===== config.mk =====
export PLATFORM = sky130hd
export DESIGN_NAME = lock_order_deadlock_detector_top
export DESIGN_NICKNAME = d
export VERILOG_FILES = /design/src/design/lodd_pkg.sv /design/src/design/lodd_ram.sv /design/src/design/lock_order_deadlock_detector_top.sv
export SDC_FILE = /design/constraint.sdc
export NUM_CORES = 1
export LEC_CHECK = 0
export BUFFER_PORTS_ARGS = -buffer_cell sky130_fd_sc_hd__buf_2
export CAP_MARGIN = 20
export CELL_PAD_IN_SITES_DETAIL_PLACEMENT = 0
export CELL_PAD_IN_SITES_GLOBAL_PLACEMENT = 1
export CORE_UTILIZATION = 40
export CTS_CLUSTER_SIZE = 12
export DETAILED_ROUTE_END_ITERATION = 8
export GPL_ROUTABILITY_DRIVEN = 0
export GPL_TIMING_DRIVEN = 0
export PLACE_DENSITY_LB_ADDON = 0.1
export SYNTH_ARGS = -nofsm -noshare
export SYNTH_HDL_FRONTEND = slang
export SYNTH_SLANG_ARGS = --single-unit

===== constraint.sdc =====
create_clock -name clock -period 5.55 [get_ports clock]
set_clock_uncertainty 0.05 [all_clocks]
set_input_delay 0.555 -clock clock [delete_from_list [all_inputs] [get_ports clock]]
set_output_delay 0.555 -clock clock [all_outputs]
set_load 0.03 [all_outputs]

===== src/design/lodd_pkg.sv =====
`default_nettype none
// ----------------------------------------------------------------------------
// lodd_pkg
// Shared types, sizes and helper functions of the lock-order deadlock
// detector.
// ----------------------------------------------------------------------------
package lodd_pkg;

   localparam int MAX_LOCKS   = 16;
   localparam int STACK_DEPTH = 16;

   // Fixed field widths of the request and response items.
   localparam int CMD_W    = 1;
   localparam int ID_W     = 4;
   localparam int STATUS_W = 3;
   localparam int HELD_W   = 5;

   // Derived internal widths.
   localparam int LOCK_W  = $clog2(MAX_LOCKS);
   localparam int DEPTH_W = $clog2(MAX_LOCKS + 1);
   localparam int SP_W    = $clog2(STACK_DEPTH + 1);
   localparam int HS_AW   = (STACK_DEPTH > 1) ? $clog2(STACK_DEPTH) : 1;

   localparam logic [CMD_W-1:0] CMD_ACQUIRE = 1'b0;
   localparam logic [CMD_W-1:0] CMD_RELEASE = 1'b1;

   localparam logic [STATUS_W-1:0] STATUS_OK         = 3'd0;
   localparam logic [STATUS_W-1:0] STATUS_EMPTY      = 3'd1;
   localparam logic [STATUS_W-1:0] STATUS_MISMATCH   = 3'd2;
   localparam logic [STATUS_W-1:0] STATUS_DEADLOCK   = 3'd3;
   localparam logic [STATUS_W-1:0] STATUS_STACK_FULL = 3'd4;

   typedef struct packed {
      logic [CMD_W-1:0] command;
      logic [ID_W-1:0]  lock_id;
   } req_type;

   typedef struct packed {
      logic [STATUS_W-1:0] status;
      logic [HELD_W-1:0]   held_count;
   } rsp_type;

   typedef enum logic [2:0] {
      S_IDLE,
      S_TOP,
      S_EDGE,
      S_ROOT,
      S_NODE,
      S_POP,
      S_DONE
   } lodd_state_type;

   // Folds a raw lock id into the range of lock numbers by repeated subtraction.
   function automatic logic [LOCK_W-1:0] fold_id(input logic [ID_W-1:0] raw);
      logic [7:0] v;
      v = 8'(raw);
      for (int i = 0; i < 8; i++) begin
         if (v >= 8'(MAX_LOCKS)) begin
            v = v - 8'(MAX_LOCKS);
         end
      end
      return LOCK_W'(v);
   endfunction

   // Index of the lowest set bit; zero when no bit is set.
   function automatic logic [LOCK_W-1:0] lowest_set(input logic [MAX_LOCKS-1:0] m);
      logic [LOCK_W-1:0] r;
      r = '0;
      for (int i = MAX_LOCKS - 1; i >= 0; i--) begin
         if (m[i]) begin
            r = LOCK_W'(i);
         end
      end
      return r;
   endfunction

endpackage
`default_nettype wire


===== src/design/lodd_ram.sv =====
`default_nettype none
// ----------------------------------------------------------------------------
// lodd_ram
// Generic single-write, single-read RAM with a registered read port.
// ----------------------------------------------------------------------------
module lodd_ram #(
   parameter int WIDTH = 8,
   parameter int DEPTH = 16
) (
   input  wire logic                             clock,
   input  wire logic                             wr_en,
   input  wire logic [$clog2(DEPTH > 1 ? DEPTH : 2)-1:0] wr_addr,
   input  wire logic [WIDTH-1:0]                 wr_data,
   input  wire logic [$clog2(DEPTH > 1 ? DEPTH : 2)-1:0] rd_addr,
   output logic      [WIDTH-1:0]                 rd_data
);

   logic [WIDTH-1:0] mem [DEPTH];

   always_ff @(posedge clock) begin
      if (wr_en) begin
         mem[wr_addr] <= wr_data;
      end
      rd_data <= mem[rd_addr];
   end

endmodule
`default_nettype wire


===== src/design/lock_order_deadlock_detector_top.sv =====
`default_nettype none
// ----------------------------------------------------------------------------
// lock_order_deadlock_detector_top
// Tracks held locks on a stack, records lock-order edges in an adjacency
// matrix and runs a depth-first cycle search whenever a new edge appears.
//
//   channel   direction   handshake              payload
//   req_      in          req_valid/req_ready    lodd_pkg::req_type
//   rsp_      out         rsp_valid/rsp_ready    lodd_pkg::rsp_type
//
// A release or an acquire that adds no new edge does not run the search. An
// acquire that adds a new edge runs the search, which makes one graph memory
// read per root, per discovered node and per finished node plus one stack
// read per backtrack.
// Graph rows carry valid bits cleared by reset, so no clearing pass is needed.
// A new request is taken while the previous response waits in rsp_data.
// ----------------------------------------------------------------------------
module lock_order_deadlock_detector_top (
   input  wire logic              clock,
   input  wire logic              reset,
   input  wire logic              req_valid,
   output logic                   req_ready,
   input  wire lodd_pkg::req_type req_data,
   output logic                   rsp_valid,
   input  wire logic              rsp_ready,
   output lodd_pkg::rsp_type      rsp_data
);

   localparam int LW = lodd_pkg::LOCK_W;
   localparam int ML = lodd_pkg::MAX_LOCKS;
   localparam int DW = lodd_pkg::DEPTH_W;
   localparam int SW = lodd_pkg::SP_W;
   localparam int HW = lodd_pkg::HS_AW;

   lodd_pkg::lodd_state_type state_ff, state_in;

   logic [SW-1:0]                    sp_ff, sp_in;
   logic [lodd_pkg::CMD_W-1:0]       cmd_ff, cmd_in;
   logic [LW-1:0]                    id_ff, id_in;
   logic [LW-1:0]                    prev_ff, prev_in;
   logic [ML-1:0]                    visited_ff, visited_in;
   logic [ML-1:0]                    finished_ff, finished_in;
   logic [DW-1:0]                    depth_ff, depth_in;
   logic [DW-1:0]                    root_ff, root_in;
   logic [LW-1:0]                    node_ff, node_in;
   logic [lodd_pkg::STATUS_W-1:0]    status_ff, status_in;
   logic                             rsp_valid_ff, rsp_valid_in;
   lodd_pkg::rsp_type                rsp_ff, rsp_in;
   logic [ML-1:0]                    row_valid_ff, row_valid_in;
   logic [LW-1:0]                    graph_raddr_ff;

   // Memory ports.
   logic          held_we;
   logic [HW-1:0] held_waddr, held_raddr;
   logic [LW-1:0] held_rdata;
   logic          graph_we;
   logic [LW-1:0] graph_waddr, graph_raddr;
   logic [ML-1:0] graph_wdata, graph_rdata;
   logic          sstk_we;
   logic [LW-1:0] sstk_waddr, sstk_raddr, sstk_wdata, sstk_rdata;

   logic [ML-1:0] row;
   logic [ML-1:0] fresh;
   logic [LW-1:0] next_node;

   lodd_ram #(.WIDTH(LW), .DEPTH(lodd_pkg::STACK_DEPTH)) u_held_stack (
      .clock   (clock),
      .wr_en   (held_we),
      .wr_addr (held_waddr),
      .wr_data (id_ff),
      .rd_addr (held_raddr),
      .rd_data (held_rdata)
   );

   lodd_ram #(.WIDTH(ML), .DEPTH(ML)) u_order_graph (
      .clock   (clock),
      .wr_en   (graph_we),
      .wr_addr (graph_waddr),
      .wr_data (graph_wdata),
      .rd_addr (graph_raddr),
      .rd_data (graph_rdata)
   );

   lodd_ram #(.WIDTH(LW), .DEPTH(ML)) u_search_stack (
      .clock   (clock),
      .wr_en   (sstk_we),
      .wr_addr (sstk_waddr),
      .wr_data (sstk_wdata),
      .rd_addr (sstk_raddr),
      .rd_data (sstk_rdata)
   );

   // A row that was never written reads as no edges.
   assign row       = row_valid_ff[graph_raddr_ff] ? graph_rdata : '0;
   assign fresh     = row & ~visited_ff;
   assign next_node = lodd_pkg::lowest_set(fresh);

   assign req_ready  = (state_ff == lodd_pkg::S_IDLE);
   assign rsp_valid  = rsp_valid_ff;
   assign rsp_data   = rsp_ff;
   assign held_raddr = HW'(sp_ff - SW'(1));

   always_comb begin
      state_in     = state_ff;
      sp_in        = sp_ff;
      cmd_in       = cmd_ff;
      id_in        = id_ff;
      prev_in      = prev_ff;
      visited_in   = visited_ff;
      finished_in  = finished_ff;
      depth_in     = depth_ff;
      root_in      = root_ff;
      node_in      = node_ff;
      status_in    = status_ff;
      rsp_valid_in = rsp_valid_ff && !rsp_ready;
      rsp_in       = rsp_ff;
      row_valid_in = row_valid_ff;
      held_we      = 1'b0;
      held_waddr   = HW'(sp_ff);
      graph_we     = 1'b0;
      graph_waddr  = prev_ff;
      graph_wdata  = row | (ML'(1) << id_ff);
      graph_raddr  = node_ff;
      sstk_we      = 1'b0;
      sstk_waddr   = LW'(depth_ff);
      sstk_wdata   = next_node;
      sstk_raddr   = LW'(depth_ff - DW'(2));

      unique case (state_ff)
         lodd_pkg::S_IDLE: begin
            if (req_valid) begin
               cmd_in   = req_data.command;
               id_in    = lodd_pkg::fold_id(req_data.lock_id);
               state_in = lodd_pkg::S_TOP;
            end
         end

         lodd_pkg::S_TOP: begin
            status_in = lodd_pkg::STATUS_OK;
            state_in  = lodd_pkg::S_DONE;
            if (cmd_ff == lodd_pkg::CMD_RELEASE) begin
               if (sp_ff == '0) begin
                  status_in = lodd_pkg::STATUS_EMPTY;
               end else if (held_rdata != id_ff) begin
                  status_in = lodd_pkg::STATUS_MISMATCH;
               end else begin
                  sp_in = sp_ff - SW'(1);
               end
            end else if (sp_ff >= SW'(lodd_pkg::STACK_DEPTH)) begin
               status_in = lodd_pkg::STATUS_STACK_FULL;
            end else if (sp_ff == '0) begin
               held_we = 1'b1;
               sp_in   = sp_ff + SW'(1);
            end else begin
               prev_in     = held_rdata;
               graph_raddr = held_rdata;
               state_in    = lodd_pkg::S_EDGE;
            end
         end

         lodd_pkg::S_EDGE: begin
            held_we  = 1'b1;
            sp_in    = sp_ff + SW'(1);
            state_in = lodd_pkg::S_DONE;
            if (prev_ff != id_ff && !row[id_ff]) begin
               graph_we              = 1'b1;
               row_valid_in[prev_ff] = 1'b1;
               visited_in            = '0;
               finished_in           = '0;
               root_in               = '0;
               state_in              = lodd_pkg::S_ROOT;
            end
         end

         lodd_pkg::S_ROOT: begin
            graph_raddr = LW'(root_ff);
            if (root_ff == DW'(ML)) begin
               state_in = lodd_pkg::S_DONE;
            end else if (visited_ff[LW'(root_ff)]) begin
               root_in = root_ff + DW'(1);
            end else begin
               visited_in[LW'(root_ff)] = 1'b1;
               sstk_we    = 1'b1;
               sstk_waddr = '0;
               sstk_wdata = LW'(root_ff);
               depth_in   = DW'(1);
               node_in    = LW'(root_ff);
               state_in   = lodd_pkg::S_NODE;
            end
         end

         lodd_pkg::S_NODE: begin
            // An edge into a node on the current path closes a cycle.
            if ((row & visited_ff & ~finished_ff) != '0) begin
               status_in = lodd_pkg::STATUS_DEADLOCK;
               state_in  = lodd_pkg::S_DONE;
            end else if (fresh != '0) begin
               visited_in[next_node] = 1'b1;
               if (depth_ff < DW'(ML)) begin
                  sstk_we     = 1'b1;
                  depth_in    = depth_ff + DW'(1);
                  node_in     = next_node;
                  graph_raddr = next_node;
               end else begin
                  graph_raddr = node_ff;
               end
            end else begin
               finished_in[node_ff] = 1'b1;
               depth_in             = depth_ff - DW'(1);
               if (depth_ff == DW'(1)) begin
                  root_in  = root_ff + DW'(1);
                  state_in = lodd_pkg::S_ROOT;
               end else begin
                  state_in = lodd_pkg::S_POP;
               end
            end
         end

         lodd_pkg::S_POP: begin
            node_in     = sstk_rdata;
            graph_raddr = sstk_rdata;
            state_in    = lodd_pkg::S_NODE;
         end

         lodd_pkg::S_DONE: begin
            if (!rsp_valid_ff || rsp_ready) begin
               rsp_valid_in      = 1'b1;
               rsp_in.status     = status_ff;
               rsp_in.held_count = lodd_pkg::HELD_W'(sp_ff);
               state_in          = lodd_pkg::S_IDLE;
            end
         end

         default: begin
            state_in = lodd_pkg::S_IDLE;
         end
      endcase
   end

   always_ff @(posedge clock) begin
      if (reset) begin
         state_ff     <= lodd_pkg::S_IDLE;
         sp_ff        <= '0;
         rsp_valid_ff <= 1'b0;
         row_valid_ff <= '0;
         visited_ff   <= '0;
         finished_ff  <= '0;
         depth_ff     <= '0;
         root_ff      <= '0;
      end else begin
         state_ff     <= state_in;
         sp_ff        <= sp_in;
         rsp_valid_ff <= rsp_valid_in;
         row_valid_ff <= row_valid_in;
         visited_ff   <= visited_in;
         finished_ff  <= finished_in;
         depth_ff     <= depth_in;
         root_ff      <= root_in;
      end
   end

   always_ff @(posedge clock) begin
      cmd_ff         <= cmd_in;
      id_ff          <= id_in;
      prev_ff        <= prev_in;
      node_ff        <= node_in;
      status_ff      <= status_in;
      rsp_ff         <= rsp_in;
      graph_raddr_ff <= graph_raddr;
   end

`ifndef SYNTHESIS
   a_sp_bound : assert property (@(posedge clock) disable iff (reset)
      sp_ff <= SW'(lodd_pkg::STACK_DEPTH))
      else $error("held stack pointer beyond stack depth");

   a_depth_bound : assert property (@(posedge clock) disable iff (reset)
      depth_ff <= DW'(ML))
      else $error("search depth beyond lock count");

   a_finished_visited : assert property (@(posedge clock) disable iff (reset)
      (finished_ff & ~visited_ff) == '0)
      else $error("finished node that was never visited");

   a_accept_to_top : assert property (@(posedge clock) disable iff (reset)
      req_valid && req_ready |=> state_ff == lodd_pkg::S_TOP)
      else $error("accepted request did not start processing");

   a_no_overwrite : assert property (@(posedge clock) disable iff (reset)
      rsp_valid_ff && !rsp_ready |=> rsp_valid_ff && $stable(rsp_ff))
      else $error("pending response was overwritten");
`endif

endmodule
`default_nettype wire

==> summary.txt <==
FF-to-FF Start = sp_ff[0]
design area = 24600 sq um
Max Root-Sink Buffers = 3
FF-to-FF End = u_order_graph.rd_data[7]
FMAX = 195 MHz
syn_nets = 1458
residual DRC count = 0
first-pass GRT wire length = 80.1 mm
clock sinks = 503
RSZ-0062 raised after global routing = no
flip-flop and latch count after synthesis = 503
Synth Area per Inst = 15.0 sq um
Synth async-reset ratio = 0%
setup bufs post-CTS = 0
Final Cycle Share = 92.4%
area of the mapped netlist = 21500 sq um
final WL = 53.4 mm
htree depth = 2
clock period minus worst slack = 5.13 ns
pin count of the biggest net entering global routing = 21
Placed Cells = 2173
Total GRT Usage = 20.2%
largest cells by area after synthesis = edfxtp_1, mux2i_1, dfxtp_1
antenna-violating nets left = 0
Worst VDD drop = 378 uV
CTS Hold Bufs = 0
total power = 12300 uW
leak pwr = 0.00898 uW
CP Capture Type = flop
Fillers = 4698
Vias = 12100
Finished Layout Cells = 2274
Pwr Density = 501 nW/um^2
Total Die Area = 54600 sq um
Clk pin slew, worst setup/hold paths = 0.06 ns
Initial Utilization = 40.7%
synthesis-to-layout area growth = 14.6%
Buffers on Ports = 18
max-cap violation count = 0
Final #Nets = 1565
most frequent cell after synthesis = edfxtp_1
worst skew pair latency = 0.61 ns
Antenna diodes = 0
Post-Synthesis Cells = 1434
Worst Tran Pin Value = 0.982 ns
critical path arrival = 5.53 ns
EDFF count, synth = 408
core area = 52800 sq um
Synth top area share = 57.1%
Die Y = 234 um
worst min-delay path class = in -> reg
Setup Crit Path Kind = reg -> reg
CP Max Fanout = 10
Root Driver = clkbuf_16
startpoint types = flop
TritonCTS clock tree = built
layout cell share with drive strength beyond 1 = 15.8%
number of CTS-inserted buffers = 54
GRT overflow = 0
relative max-transition margin = 34.6%
I/O pin cnt = 19
most used flip-flop cell after synthesis = edfxtp_1
initial antenna violation count = 0
wire length per cell = 23.5 um
hold path depth = 1
Die X = 234 um
PostCTS Resize Cnt = 0
Commonest cells post-synth = edfxtp_1, mux2i_1, nor2_1
Req. time, crit path = 5.96 ns
final hold vios = 0
flop2flop setup slack = 0.42 ns
number of global-route vias before repair = 12400
register area share after synthesis = 65.9%
Cell Area, Placed = 22900 sq um
Hold EP = id_ff[3]
Distinct cells, synth = 68
final setup violation count = 0
FP Rows = 84
status = finished clean
HPWL Detailed = 37.5 mm
hold_sp = req_data[3]
area leader, netlist = edfxtp_1
Util after Layout = 46.6%
First-pass DRT Iterations = 5
worst r2r path cells = 17
DR vias/cell = 5.32
Yosys warnings = 0
DRT iter0 DRCs = 765
hold slack final = 0.0645 ns
Slew Limit Fails = 0
[per-stage QoR]
step	setup TNS, ns	setup slack [ns]
after detailed placement	0	0.186
after CTS	0	0.132
after global routing	0	0.0881
after floorplan	0	1.29
after global placement	-39.81	-0.674
final	0	0.424
[layout by cell type (no fill, tap or decap), drive strengths merged, types with 18 or more instances in the layout]
cell / instances
edfxtp: 408
mux2i: 241
nor2: 134
clkbuf: 117
dfxtp: 95
buf: 84
nand2: 65
a21oi: 64
mux4: 55
o21ai: 30
inv: 24
nand2b: 22
nand3b: 21
clkinv: 18
[report_power, final]
group / total, uW / internal, uW / switching, uW / leakage, uW
clock: 3490 / 2030 / 1460 / 0.000846
sequential: 4640 / 4380 / 261 / 0.00461
combinational: 4200 / 1760 / 2440 / 0.00352
[cells by family after synthesis]
logic type                 Yosys count  synth area share (%)
DFF                                503                  65.9
AOI/OAI and AO/OA                  155                  4.61
adders and majority gates           15                 0.874
buffers and inverters               94                  2.52
and+or+nand+nor                    345                  7.86
muxes                              299                  17.3
xor gates and xnor gates            23                 0.939
[final cells by class]
type	instances	area [sq um]	share of cell area, %
Sequential cell	503	14200	57.5
Multi-Input combinational cell	837	6850	27.8
Clock buffer	78	1510	6.15
Tap cell	688	861	3.50
Timing Repair Buffer	51	480	1.95
Buffer	72	459	1.87
Clock inverter	23	204	0.829
Inverter	22	82.6	0.336
[metal layers]
metal	GRT usage [%]	share of wire [%]	up-vias
li1	-	-	5683
met1	26.7	45	6086
met2	34.2	49	255
met3	3.26	4.0	71
met4	5.52	2.2	0
met5	0	0	-
[sequential cells by signal, indices dropped and copies added, names as in the netlist, 8 cells and up]
| register | flops |
|---|---|
| u_order_graph.rd_data | 16 |
| rsp_data | 8 |
| finished_ff | 16 |
| u_order_graph.mem | 256 |
| u_search_stack.mem | 64 |
| u_held_stack.mem | 64 |
| row_valid_ff | 16 |
| visited_ff | 16 |
[critical path, stage by stage (launching register included)]
cell	delay, ns
dfxtp_1	0.33
clkbuf_1	0.36
buf_2	0.38
inv_1	0.17
ha_1	0.32
or3b_1	0.44
and3_1	0.17
clkbuf_1	0.21
a211o_1	0.37
a21oi_1	0.20
a21oi_1	0.11
a21oi_2	0.41
buf_6	0.22
clkbuf_4	0.32
mux2i_1	0.22
mux2i_1	0.11
mux2i_1	0.40
mux2i_1	0.16
[worst max path at each step]
stage | slack, ns | endpoint | startpoint
after floorplan | 1.29 | u_order_graph.mem[0][0] | id_ff[1]
after global placement | -0.67 | u_order_graph.mem[0][10] | id_ff[1]
after detailed placement | 0.19 | u_order_graph.rd_data[7] | sp_ff[0]
after CTS | 0.13 | u_order_graph.rd_data[7] | sp_ff[0]
after global routing | 0.09 | u_order_graph.rd_data[7] | sp_ff[0]
final | 0.42 | u_order_graph.rd_data[7] | sp_ff[0]
No activity file was read; power rests on OpenSTA's default activity.
